<file path="config.mk">
export PLATFORM = sky130hd
export DESIGN_NAME = dmcsb_ctrl
export DESIGN_NICKNAME = d
export VERILOG_FILES = /design/src/rtl/core/dmcsb_pkg.sv /design/src/rtl/core/dmcsb_ctrl.sv
export VERILOG_INCLUDE_DIRS = /design/src /design/src/rtl/core
export SDC_FILE = /design/constraint.sdc
export NUM_CORES = 1
export LEC_CHECK = 0
export BUFFER_PORTS_ARGS = -buffer_cell sky130_fd_sc_hd__buf_4
export CELL_PAD_IN_SITES_DETAIL_PLACEMENT = 2
export CELL_PAD_IN_SITES_GLOBAL_PLACEMENT = 2
export CORE_AREA = 3 3 40 42
export DETAILED_ROUTE_END_ITERATION = 6
export DIE_AREA = 0 0 43 45
export HOLD_SLACK_MARGIN = 0.08
export PLACE_DENSITY = 0.71
export SETUP_SLACK_MARGIN = 0.5
export SLEW_MARGIN = 20
export SYNTH_ARGS = -nofsm -noshare
export SYNTH_HDL_FRONTEND = slang
export SYNTH_SLANG_ARGS = --single-unit
export TNS_END_PERCENT = 5
</file>
<file path="constraint.sdc">
create_clock -name clock -period 1 [get_ports clock]
set_input_delay 0.15 -clock clock [delete_from_list [all_inputs] [get_ports clock]]
set_output_delay 0.15 -clock clock [all_outputs]
set_load 0.005 [all_outputs]
</file>
<file path="src/rtl/core/direct_mapped_cache_with_side_buffer_defines.svh">
// ----------------------------------------------------------------------------
// Assertion macros for the direct-mapped cache with side buffer
// Shared immediate-implication and next-cycle forms used by the core modules.
// ----------------------------------------------------------------------------
`ifndef DIRECT_MAPPED_CACHE_WITH_SIDE_BUFFER_DEFINES_SVH
`define DIRECT_MAPPED_CACHE_WITH_SIDE_BUFFER_DEFINES_SVH

// The consequent must hold in the same cycle as the antecedent.
`define DMCSB_ASSERT_NOW(label, clk, rst, ante, cons, msg) \
   label: assert property (@(posedge clk) disable iff (rst) (ante) |-> (cons)) \
      else $error(msg);

// The consequent must hold in the cycle after the antecedent.
`define DMCSB_ASSERT_NEXT(label, clk, rst, ante, cons, msg) \
   label: assert property (@(posedge clk) disable iff (rst) (ante) |=> (cons)) \
      else $error(msg);

`endif

</file>
<file path="src/rtl/core/dmcsb_pkg.sv">
// ----------------------------------------------------------------------------
// dmcsb_pkg
// Types, codes and helper functions shared by the cache model modules.
// ----------------------------------------------------------------------------
package dmcsb_pkg;

   localparam int MODE_W  = 2;
   localparam int BSL_W   = 4;
   localparam int CSL_W   = 5;
   localparam int KIND_W  = 2;
   localparam int CNT_W   = 32;
   localparam int CSR_AW  = 4;
   localparam int CSR_DW  = 32;

   localparam logic [MODE_W-1:0] MODE_PLAIN  = 2'd0;
   localparam logic [MODE_W-1:0] MODE_VICTIM = 2'd1;
   localparam logic [MODE_W-1:0] MODE_STREAM = 2'd2;

   localparam logic [KIND_W-1:0] KIND_MISS   = 2'd0;
   localparam logic [KIND_W-1:0] KIND_LINE   = 2'd1;
   localparam logic [KIND_W-1:0] KIND_BUFFER = 2'd2;

   localparam logic [1:0] CSR_MODE  = 2'd0;
   localparam logic [1:0] CSR_BLOCK = 2'd1;
   localparam logic [1:0] CSR_CACHE = 2'd2;

   localparam logic [MODE_W-1:0] MODE_RESET = MODE_PLAIN;
   localparam logic [BSL_W-1:0]  BSL_RESET  = 4'd5;
   localparam logic [CSL_W-1:0]  CSL_RESET  = 5'd15;

   localparam logic [CNT_W-1:0] TIME_LINE   = 32'd1;
   localparam logic [CNT_W-1:0] TIME_BUFFER = 32'd6;
   localparam logic [CNT_W-1:0] TIME_MISS   = 32'd100;

   typedef struct packed {
      logic load;
      logic mul_lo;
      logic mul_hi;
      logic read;
      logic update;
      logic clear_step;
   } cmd_type;

   typedef struct packed {
      logic clear_last;
   } sts_type;

   typedef struct packed {
      logic [CNT_W-1:0]  time_total;
      logic [CNT_W-1:0]  miss_total;
      logic [CNT_W-1:0]  access_total;
      logic [KIND_W-1:0] hit_kind;
   } rsp_type;

   localparam int RSP_BITS    = $bits(rsp_type);
   localparam int RSP_TDATA_W = ((RSP_BITS + 7) / 8) * 8;

   function automatic logic is_pow2(input int n);
      return ((n & (n - 1)) == 0);
   endfunction

   function automatic logic [CNT_W-1:0] sat_add(input logic [CNT_W-1:0] a,
                                                input logic [CNT_W-1:0] b);
      logic [CNT_W:0] s;
      s = {1'b0, a} + {1'b0, b};
      return s[CNT_W] ? '1 : s[CNT_W-1:0];
   endfunction

endpackage

</file>
<file path="src/rtl/core/dmcsb_ctrl.sv">
// ----------------------------------------------------------------------------
// dmcsb_ctrl
// Sequencer for the tag store clearing pass, index reduction, tag read and
// update, and the result handshake.
// ----------------------------------------------------------------------------
`include "direct_mapped_cache_with_side_buffer_defines.svh"

module dmcsb_ctrl #(
   parameter bit SHORT_INDEX = 1'b1
) (
   input  logic              clock,
   input  logic              reset,
   input  logic              req_tvalid,
   output logic              req_tready,
   output logic              rsp_tvalid,
   input  logic              rsp_tready,
   output dmcsb_pkg::cmd_type cmd,
   input  dmcsb_pkg::sts_type sts
);

   import dmcsb_pkg::*;

   typedef enum logic [2:0] {
      ST_CLEAR,
      ST_IDLE,
      ST_MUL_LO,
      ST_MUL_HI,
      ST_READ,
      ST_LOOKUP
   } state_type;

   state_type state_ff, state_in;
   logic      rsp_valid_ff, rsp_valid_in;
   logic      out_free;
   logic      accept;
   state_type start_state;

   assign out_free    = !rsp_valid_ff || rsp_tready;
   assign start_state = SHORT_INDEX ? ST_READ : ST_MUL_LO;
   assign req_tready  = (state_ff == ST_IDLE) || ((state_ff == ST_LOOKUP) && out_free);
   assign accept      = req_tvalid && req_tready;
   assign rsp_tvalid  = rsp_valid_ff;

   always_comb begin
      cmd            = '0;
      cmd.load       = accept;
      cmd.mul_lo     = (state_ff == ST_MUL_LO);
      cmd.mul_hi     = (state_ff == ST_MUL_HI);
      cmd.read       = (state_ff == ST_READ);
      cmd.update     = (state_ff == ST_LOOKUP) && out_free;
      cmd.clear_step = (state_ff == ST_CLEAR);
   end

   always_comb begin
      state_in     = state_ff;
      rsp_valid_in = rsp_valid_ff && !rsp_tready;
      unique case (state_ff)
         ST_CLEAR: begin
            if (sts.clear_last) begin
               state_in = ST_IDLE;
            end
         end
         ST_IDLE: begin
            if (accept) begin
               state_in = start_state;
            end
         end
         ST_MUL_LO: state_in = ST_MUL_HI;
         ST_MUL_HI: state_in = ST_READ;
         ST_READ:   state_in = ST_LOOKUP;
         ST_LOOKUP: begin
            if (out_free) begin
               rsp_valid_in = 1'b1;
               state_in     = accept ? start_state : ST_IDLE;
            end
         end
         default: state_in = ST_IDLE;
      endcase
   end

   always_ff @(posedge clock) begin
      if (reset) begin
         state_ff     <= ST_CLEAR;
         rsp_valid_ff <= 1'b0;
      end else begin
         state_ff     <= state_in;
         rsp_valid_ff <= rsp_valid_in;
      end
   end

   `DMCSB_ASSERT_NOW(a_no_overwrite, clock, reset, rsp_valid_ff && !rsp_tready,
      !cmd.update, "result overwritten while still pending")
   `DMCSB_ASSERT_NOW(a_no_accept_clear, clock, reset, state_ff == ST_CLEAR,
      !req_tready, "item accepted during the clearing pass")
   `DMCSB_ASSERT_NEXT(a_update_shows, clock, reset, cmd.update,
      rsp_valid_ff, "update did not present a result")

endmodule

</file>
## Word-level counts from Yosys, hierarchy flattened

Index checks and enable logic that the tools add are counted.

- Reductions and logical operators: 9
- Multiplexer cells: 7
- Equality and inequality tests: 8

Operator list:

| kind | number |
|---|---|
| $pmux W3 S6 | 1 |
| $mux W3 | 4 |
| $eq A3 B2 Y1 const B | 2 |
| $eq A3 B3 Y1 const B | 2 |
| $ne A2 B2 Y1 const B | 2 |
| $eq A3 B1 Y1 const B | 1 |
| $logic_and A1 B1 Y1 | 3 |
| $logic_not A3 Y1 | 1 |
| $reduce_and A3 Y1 | 1 |
| $logic_not A1 Y1 | 2 |
| $logic_or A1 B1 Y1 | 2 |
| $mux W1 | 2 |
| $ne A2 B1 Y1 const B | 1 |

- Input bits: 5
- Word-level logic and storage cells: 26
- Output and inout port bits: 8
- Flip-flop bits (word level): 4

## Logic depth before layout (Yosys ltp)

Gate-level depths: netlist of run 1.

- Depth after elaboration: 8
- Mapped depth: 5
- Depth with buffers taken out: 3

## Worst setup path before layout of run 1

No wires, ideal clock.

- Path type: register to output
- From: register rsp_valid_ff, in the netlist rsp_tvalid
- To: output cmd[5] (netlist name)
- Required time: 0.850 ns
- Data arrival time: 0.850 ns
- Stages on the path, launching flop included: 5
- Path buffers: 1
- Path slack: 0.000 ns
- Path through: dfxtp_1 -> nor2b_4 -> a21oi_2 -> and2_1 -> buf_4

- Word-level cells in the longest chain between the ends: 5

Ends and longest elaborated chain:

| item | RTL line | source |
|---|---|---|
| start, declared | dmcsb_ctrl.sv:33 | `logic rsp_valid_ff, rsp_valid_in;` |
| start signal, assigned | dmcsb_ctrl.sv:87 | `rsp_valid_ff <= rsp_valid_in;` |
| $logic_not A1 Y1 | dmcsb_ctrl.sv:38 | `assign out_free = !rsp_valid_ff \|\| rsp_tready;` |
| $logic_or A1 B1 Y1 | dmcsb_ctrl.sv:38 |  |
| $logic_and A1 B1 Y1 | dmcsb_ctrl.sv:40 | `assign req_tready = (state_ff == ST_IDLE) \|\| ((state_ff == ST_LOOKUP) && out_free);` |
| $logic_or A1 B1 Y1 | dmcsb_ctrl.sv:40 |  |
| net req_tready | dmcsb_ctrl.sv:14 | `output logic req_tready,` |
| $logic_and A1 B1 Y1 | dmcsb_ctrl.sv:41 | `assign accept = req_tvalid && req_tready;` |
| end, declared | dmcsb_ctrl.sv:17 | `output dmcsb_pkg::cmd_type cmd,` |

The timed path passes the listed nets, and every way through them passes these cells.

==> impl_metrics.py, run 1 <==
metrics = {
    "status": {
        "status": "finished, violations left",
        "violations": "negative setup slack",
    },
    "drt": {
        "vias": 282,
        "met3_length_um": 41,
        "first_pass_iters": 1,
        "met2_wirelength_um": 396,
        "final_antenna_net_count": 0,
        "routed.top_layer": "met4",
        "viasPerCell": 4.700,
        "drc": 0,
        "wl_per_cell_um": 13.53,
        "routed_wirelength_um": 812,
        "wirelength_met1_um": 343,
        "drtIter0Drc": 0,
    },
    "timing": {
        "tns_ns": -1.186,
        "timing.final.hold_violations": 0,
        "fin_crit_sh": 1.238,
        "max_clock_freq_mhz": 807.5,
        "slew_headroom": 0.8665,
        "period_needed_ns": 1.238,
        "finalWorstSetupSlack_ns": -0.2384,
        "finalMaxSlewViolations": 0,
        "tightest_slew_ns": 0.1991,
        "rsz0062_at_grt": "yes",
        "finClkSkew_ns": 0.01094,
        "setup_viol": 8,
    },
    "floorplanning": {
        "die_w_um": 43,
        "die_area_um2": 1935,
        "fp-row-count": 13,
        "fp.coreArea_um2": 1285,
        "ioPinCount": 13,
        "die_h_um": 45,
        "start_util": 0.2113,
    },
    "power_and_ir_drop": {
        "seqPwrFrac": 0.364,
        "p_total_uw": 521.5,
        "p_leak_uw": 0.0001848,
        "p_int_uw": 374.9,
        "peakVddDrop_v": 0.0002958,
        "swShare": 0.2810,
        "combPwrFrac": 0.227,
        "switching_power_uw": 146.5,
        "pwr-share-clk": 0.409,
        "power_density_nw_per_um2": 1187,
    },
    "hold_path": {
        "min_to": "state_ff[0]$_SDFFE_PP0P_",
        "hold_depth": 2,
        "min_from": "reset",
        "hold_class": "in2reg",
    },
    "clocking": {
        "clk_pin_slew_ns": 0.05,
        "holdBufCountCts": 0,
        "clock_latency_ns": 0.25,
        "cts_root_buffer": "clkbuf_4",
        "cts_buffers": 3,
        "cts_buffer_depth": 2,
        "h-tree-depth": 1,
        "cts_tree": "built",
        "cts_sinks": 4,
    },
    "yosys": {
        "netlist_instances": 29,
        "synth_top_area_share": 0.2949,
        "synth.yosys.seq_area_share": 0.2949,
        "ys_ff_latch": 4,
        "synth_area_leader_cell": "dfxtp_1",
        "synth_fp_nets": 34,
        "yosysWarnings": 0,
        "syn_area_per_cell_um2": 9.362,
        "yosysUniqueCellTypes": 20,
        "yosys-top-cells-area": "dfxtp_1 29%, buf_6 8.3%, nor3b_1 8.3%",
        "syn_area_um2": 271.5,
    },
    "placement": {
        "port_buffers": 12,
        "place_hpwl_um": 619.3,
        "place.gp.congestion": 0.7596,
    },
    "grt": {
        "overflow": 0,
        "grt_max_degree": 11,
        "grt_pass1_wl_um": 1207,
        "antenna_found_initial": 0,
        "track_usage": 0.09076,
        "grt_pass1_vias": 277,
    },
    "setup_path": {
        "rrSetupSlack_ns": 0,
        "critPathArrivalTime_ns": 1.09,
        "reg2reg_from": "rsp_tvalid$_SDFF_PP0_",
        "critPathKind": "reg2out",
        "required_ns": 0.85,
        "ff2ff_path_depth": 4,
        "crit_fanout": 5,
        "endpoint_kind": "primary output",
        "rr_endpoint": "state_ff[0]$_SDFFE_PP0P_",
        "cp-start-kind": "flop",
    },
    "flow_run": {
        "drv_cap": 0,
    },
    "finish": {
        "syn_to_final_growth_pct": 61.75,
        "fin_nets": 52,
        "drive_gt1_frac": 0.7556,
        "antenna_cells": 0,
    },
}
-- per-layer routing --
metal  GRT usage  vias up
li1            -      133
met4      0.1084        0
met5           0        -
met1     0.09398      133
met3     0.01594        4
met2      0.1437       12
-- cell type report --
cell class	instances	area, um^2
flip-flops and latches	4	92.59
repair buffers	16	123.9
well taps	15	18.77
clock buffers	3	22.52
fillers	141	845.8
multi-input cells	20	173.9
inverters	2	7.507
-- logic make-up (layout without fill, tap and decap cells) --
kind of cell    after synthesis  after routing  synth area share
buf+inv                       5             21            0.1382
simple gates                 14             14            0.3778
flops                         4              4            0.2949
compound gates                6              6            0.1889
-- registers in the layout, indices dropped and copies added (netlist names) --
| signal | count |
|---|---|
| state_ff | 3 |
| rsp_tvalid | 1 |
-- worst max-delay path: stages, from the launching register on --
cell and delay [ns]:
dfxtp_4 0.35, nand2b_4 0.15, a21oi_4 0.11, and2_4 0.15, buf_6 0.08
-- cells in the mapped netlist --
| library cell | count |
|---|---|
| dfxtp_1 | 4 |
| nor2_1 | 3 |
| nor3b_1 | 3 |
| buf_6 | 2 |
| nand2_1 | 2 |
| a21oi_2 | 1 |
| a221oi_2 | 1 |
| a31oi_1 | 1 |
| and2_1 | 1 |
| buf_4 | 1 |
| inv_1 | 1 |
| inv_2 | 1 |
| nand2b_4 | 1 |
| nor2b_4 | 1 |
| nor3_1 | 1 |
| nor3_2 | 1 |
| nor4_2 | 1 |
| o21a_2 | 1 |
| o21ai_1 | 1 |
| o31ai_1 | 1 |
-- cells in the final DEF, fill, tap and decap left out, types with 2 or more instances in the layout --
cell / Yosys / layout
clkbuf_4: 0 / 3
nor2_1: 3 / 3
dfxtp_4: 0 / 3
nor3_2: 1 / 2
nor3b_1: 3 / 2
buf_4: 1 / 15
nand2_1: 2 / 2
-- metrics by stage --
step,setup WS (ns),utilization,instance area [um^2],cells,hold WS [ns]
floorplan,0.03019,-,275.3,29,0.2085
global placement,-0.001965,0.2872,369.1,55,0.3562
finish,-0.2384,0.3418,439.2,60,0.1017
CTS,-0.2534,0.3096,397.9,58,0.1005
detailed placement,-0.03989,0.2872,369.1,55,0.3576
global route,-0.2719,0.3418,439.2,60,0.1102
-- power by group through the flow --
stage | Sequential [uW] | Clock [uW] | Combinational, uW
global placement | 192 | 0 | 101
finish | 190 | 213 | 119
global route | 192 | 228 | 130
detailed placement | 193 | 0 | 106
floorplan | 175 | 0 | 76.3
CTS | 190 | 220 | 107
-- how the worst max path moves through the flow --
| stage | slack [ns] | startpoint | endpoint |
|---|---|---|---|
| 6_report | -0.24 | state_ff[1]$_SDFFE_PP0P_ | cmd[5] |
| 5_1_grt | -0.27 | state_ff[1]$_SDFFE_PP0P_ | cmd[5] |
| 4_1_cts | -0.25 | state_ff[1]$_SDFFE_PP0P_ | cmd[5] |
| 3_5_place_dp | -0.04 | state_ff[2]$_SDFFE_PP0P_ | cmd[5] |
| 3_3_place_gp | -0.002 | state_ff[2]$_SDFFE_PP0P_ | cmd[5] |
| 2_1_floorplan | 0.03 | state_ff[0]$_SDFFE_PP0P_ | cmd[5] |
-- repair_timing --
action / in CTS / in global routing
setup endpoints to repair: 12 / 12
pin swaps: 2 / 5
hold endpoints to repair: 0 / 0
resized for setup: 3 / 6
setup buffers: 0 / 2
(Power assumes the default switching activity.)
==> inputs of run 2 (changes only) <==
- CELL_PAD_IN_SITES_DETAIL_PLACEMENT: 2 -> 1
- CELL_PAD_IN_SITES_GLOBAL_PLACEMENT: 2 -> 1
- PLACE_DENSITY: 0.71 -> 0.59
- clock period: 1 -> 1.5 ns (I/O delays scaled with it)
==> impl_metrics.py, run 2 (same netlist as run 1, synthesis figures left out) <==
metrics = {
    "setup_path": {
        "critPathArrivalTime_ns": 1.08,
        "cp-start-kind": "flop",
        "crit_fanout": 4,
        "critPathKind": "reg2out",
        "reg2reg_from": "rsp_tvalid$_SDFF_PP0_",
        "required_ns": 1.27,
        "endpoint_kind": "primary output",
        "crit_path_start": "rsp_tvalid$_SDFF_PP0_",
    },
    "status": {
        "status": "complete, no violations",
    },
    "clocking": {
        "cts_root_buffer": "clkbuf_4",
        "clock_latency_ns": 0.24,
        "cts_buffers": 3,
        "cts_sinks": 4,
        "h-tree-depth": 1,
        "cts_buffer_depth": 2,
        "cts_tree": "built",
        "clk_pin_slew_ns": 0.04,
    },
    "timing": {
        "tightest_slew_ns": 0.2205,
        "slew_headroom": 0.8530,
        "fin_crit_sh": 0.8719,
        "tns_ns": 0,
        "finClkSkew_ns": 0.005028,
        "finalMaxSlewViolations": 0,
        "finalWorstSetupSlack_ns": 0.1922,
        "setup_viol": 0,
        "max_clock_freq_mhz": 764.6,
        "period_needed_ns": 1.308,
        "rsz0062_at_grt": "yes",
        "timing.final.hold_violations": 0,
    },
    "grt": {
        "grt_pass1_wl_um": 1145,
        "grt_max_degree": 11,
        "track_usage": 0.08728,
        "antenna_found_initial": 0,
        "grt_pass1_vias": 272,
        "overflow": 0,
    },
    "flow_run": {
        "drv_cap": 0,
    },
    "placement": {
        "place.gp.congestion": 0.7182,
        "pre_cts_slack_ns": 0.3774,
        "place_inst": 53,
        "place_hpwl_um": 517.1,
        "port_buffers": 12,
    },
    "drt": {
        "viasPerCell": 4.526,
        "wl_per_cell_um": 12.19,
        "vias": 258,
        "met2_wirelength_um": 325,
        "first_pass_iters": 3,
        "met3_length_um": 45,
        "wirelength_met1_um": 304,
        "final_antenna_net_count": 0,
        "routed_wirelength_um": 695,
        "drtIter0Drc": 1,
        "routed.top_layer": "met4",
        "drc": 0,
    },
    "finish": {
        "final_util": 0.3077,
        "final_cell_mix": "13 x buf_4, 3 x nor3b_1, 3 x nor2_1, 3 x clkbuf_4, 3 x dfxtp_2",
        "drive_gt1_frac": 0.6667,
        "top_register": "state_ff",
        "largest_reg_flops": 3,
        "final_cells": 57,
        "antenna_cells": 0,
        "final_common_cell": "buf_4",
        "syn_to_final_growth_pct": 45.62,
        "fin_nets": 49,
    },
    "floorplanning": {
        "die_h_um": 45,
        "die_area_um2": 1935,
        "fp-row-count": 13,
        "start_util": 0.2113,
        "fp.coreArea_um2": 1285,
        "ioPinCount": 13,
        "die_w_um": 43,
    },
    "power_and_ir_drop": {
        "peakVddDrop_v": 0.0002753,
        "p_leak_uw": 0.0001609,
        "p_total_uw": 329.0,
        "power_density_nw_per_um2": 832.1,
    },
    "hold_path": {
        "hold_class": "in2reg",
        "min_from": "reset",
    },
}
-- run 2: what timing repair did --
| item | 4_1_cts | 5_1_grt |
|---|---|---|
| endpoints found under the setup margin | 8 | 8 |
| hold buffers | 0 | 0 |
| gates resized for setup | 2 | 1 |
| endpoints found under the hold margin | 0 | 0 |
| setup buffers | 1 | 0 |
| cloned | 0 | 0 |
-- run 2: per-stage QoR --
stage               hold slack, ns  instance area [um^2]
floorplan                   0.2835                 275.3
global placement            0.4353                 354.1
detailed placement          0.4352                 354.1
CTS                         0.1846                 387.9
global route                0.1862                 395.4
finish                      0.1886                 395.4
-- run 2: routing by layer --
metal / track usage / up-vias
li1: - / 127
met1: 0.09113 / 119
met2: 0.1257 / 10
met3: 0.01594 / 2
met4: 0.1265 / 0
met5: 0 / -
-- run 2: final cells by class --
class                   count  area, um^2
multi-input cells          20       161.4
fillers                   157       889.6
clock buffers               3       22.52
repair buffers             13       97.59
inverters                   2       7.507
flip-flops and latches      4       87.58
well taps                  15       18.77
-- run 2: final timing paths --
kind	slack, ns	endpoint	cells past startpoint
worst max-delay path	0.19	cmd[5]	4
worst min-delay path	0.19	state_ff[0]$_SDFFE_PP0P_	2
worst max register to register	0.47	state_ff[0]$_SDFFE_PP0P_	4
worst min register to register	0.52	state_ff[1]$_SDFFE_PP0P_	1
-- run 2: power breakdown --
part	internal [uW]	leakage [uW]	total, uW	switching [uW]
Clock	89.7	0.0000138	137	47.5
Sequential	113	0.0000347	129	15.9
Combinational	37.8	0.000112	62.5	24.7
Total	241	0.000161	329	88.0
-- run 2: critical path: stages, from the launching register on --
cell	delay [ns]
dfxtp_2	0.31
nor2b_4	0.20
a21oi_4	0.07
and2_1	0.14
buf_4	0.13
==> inputs of run 3 (changes only) <==
- CTS_BUF_LIST: not set -> sky130_fd_sc_hd__clkbuf_16
==> impl_metrics.py, run 3 (same netlist as run 1, synthesis figures left out) <==
metrics = {
    "clocking": {
        "cts_buffer_depth": 2,
        "cts_buffers": 3,
        "cts_tree": "built",
        "cts_root_buffer": "clkbuf_16",
        "clk_pin_slew_ns": 0.03,
        "h-tree-depth": 1,
        "clock_latency_ns": 0.22,
        "cts_sinks": 4,
        "cts_setup_buffers": 0,
    },
    "setup_path": {
        "reg2reg_from": "rsp_tvalid$_SDFF_PP0_",
        "critPathKind": "reg2out",
        "required_ns": 1.27,
        "crit_path_start": "rsp_tvalid$_SDFF_PP0_",
        "crit_chain": "nor2b_4 -> a21oi_2 -> and2_1 -> buf_4",
        "endpoint_kind": "primary output",
        "crit_fanout": 5,
        "critPathArrivalTime_ns": 1.07,
        "cp-start-kind": "flop",
        "cp_slowest_cell": "dfxtp_2",
        "max_stage_delay_ns": 0.31,
    },
    "finish": {
        "design_area_um2": 432.9,
        "largest_reg_flops": 3,
        "antenna_cells": 0,
        "final_cell_mix": "12 x buf_4, 3 x nor3b_1, 3 x nor2_1, 3 x clkbuf_16, 3 x dfxtp_2",
        "top_register": "state_ff",
        "drive_gt1_frac": 0.6585,
        "final_common_cell": "buf_4",
        "syn_to_final_growth_pct": 59.45,
        "fin_nets": 48,
    },
    "timing": {
        "period_needed_ns": 1.295,
        "finalMaxSlewViolations": 0,
        "setup_viol": 0,
        "rsz0062_at_grt": "yes",
        "timing.final.hold_violations": 0,
        "finClkSkew_ns": 0.002506,
        "tightest_slew_ns": 0.2082,
        "max_clock_freq_mhz": 772.0,
        "slew_headroom": 0.8601,
        "fin_crit_sh": 0.8636,
        "tns_ns": 0,
    },
    "hold_path": {
        "min_from": "reset",
        "hold_class": "in2reg",
    },
    "drt": {
        "vias": 258,
        "wl_per_cell_um": 12.77,
        "routed.top_layer": "met4",
        "routed_wirelength_um": 715,
        "met3_length_um": 57,
        "viasPerCell": 4.607,
        "drc": 0,
        "wirelength_met1_um": 299,
        "met2_wirelength_um": 320,
        "final_antenna_net_count": 0,
        "first_pass_iters": 2,
        "drtIter0Drc": 1,
    },
    "power_and_ir_drop": {
        "switching_power_uw": 114.2,
        "combPwrFrac": 0.100,
        "power_density_nw_per_um2": 1397,
        "peakVddDrop_v": 0.0004313,
        "swShare": 0.1889,
        "p_int_uw": 490.6,
        "pwr-share-clk": 0.687,
        "p_total_uw": 604.9,
        "seqPwrFrac": 0.213,
        "p_leak_uw": 0.0001771,
    },
    "grt": {
        "track_usage": 0.09144,
        "overflow": 0,
        "antenna_found_initial": 0,
        "grt_max_degree": 11,
        "grt_pass1_vias": 283,
        "grt_pass1_wl_um": 1214,
    },
    "floorplanning": {
        "fp-row-count": 13,
        "fp.coreArea_um2": 1285,
        "die_h_um": 45,
        "die_area_um2": 1935,
        "start_util": 0.2113,
        "die_w_um": 43,
        "ioPinCount": 13,
    },
    "placement": {
        "placed_cell_area_um2": 354.1,
        "place_hpwl_um": 517.1,
        "place.gp.congestion": 0.7182,
        "port_buffers": 12,
    },
    "flow_run": {
        "drv_cap": 0,
    },
    "status": {
        "status": "complete, no violations",
    },
}
-- run 3: cell types whose count changed in the layout (fill, tap and decap cells not counted), sizes merged --
cell / delta
buf: -1
-- run 3: layout make-up --
class                      count  area (um^2)
fill                         151        852.1
multi-input combinational     20        153.9
timing repair buffer          12        90.09
sequential                     4        87.58
clock buffer                   3        75.07
tap                           15        18.77
inverter                       2        7.507
-- run 3: timing repair --
item	4_1_cts	5_1_grt
pin swaps	0	0
hold buffers	0	0
setup endpoints to repair	7	8
gates resized for setup	2	0
-- run 3: final timing paths --
kind | end | slack (ns) | cells past startpoint
max | cmd[5] | 0.20 | 4
min | state_ff[0]$_SDFFE_PP0P_ | 0.20 | 2
max reg2reg | state_ff[0]$_SDFFE_PP0P_ | 0.58 | 3
min reg2reg | state_ff[1]$_SDFFE_PP0P_ | 0.51 | 1
-- run 3: metrics by stage --
step | util | setup slack (ns) | instances | hold slack (ns)
6_report | 0.3369 | 0.2047 | 56 | 0.2018
5_1_grt | 0.3369 | 0.1438 | 56 | 0.2112
4_1_cts | 0.3369 | 0.1897 | 56 | 0.2027
3_5_place_dp | 0.2756 | 0.3774 | 53 | 0.4352
3_3_place_gp | 0.2756 | 0.3978 | 53 | 0.4353
2_1_floorplan | - | 0.4552 | 29 | 0.2835
-- run 3: power by group through the flow --
stage | combinational (uW) | clock (uW) | sequential [uW]
floorplan | 50.9 | 0 | 117
global placement | 59.6 | 0 | 129
detailed placement | 61.1 | 0 | 129
CTS | 61.8 | 420 | 129
global route | 66.9 | 433 | 131
finish | 60.4 | 416 | 129
-- run 3: critical path: cells and delay by family (launching register included) --
family,cells,cell delay (ns)
buf+inv,1,0.13
compound gates,1,0.08
simple gates,2,0.33
flops,1,0.31
-- run 3: per-layer routing --
layer  global-route usage  up-vias
met1              0.09592      115
met4               0.1084        0
met3              0.02789        5
met2               0.1347       13
met5                    0        -
li1                     -      125
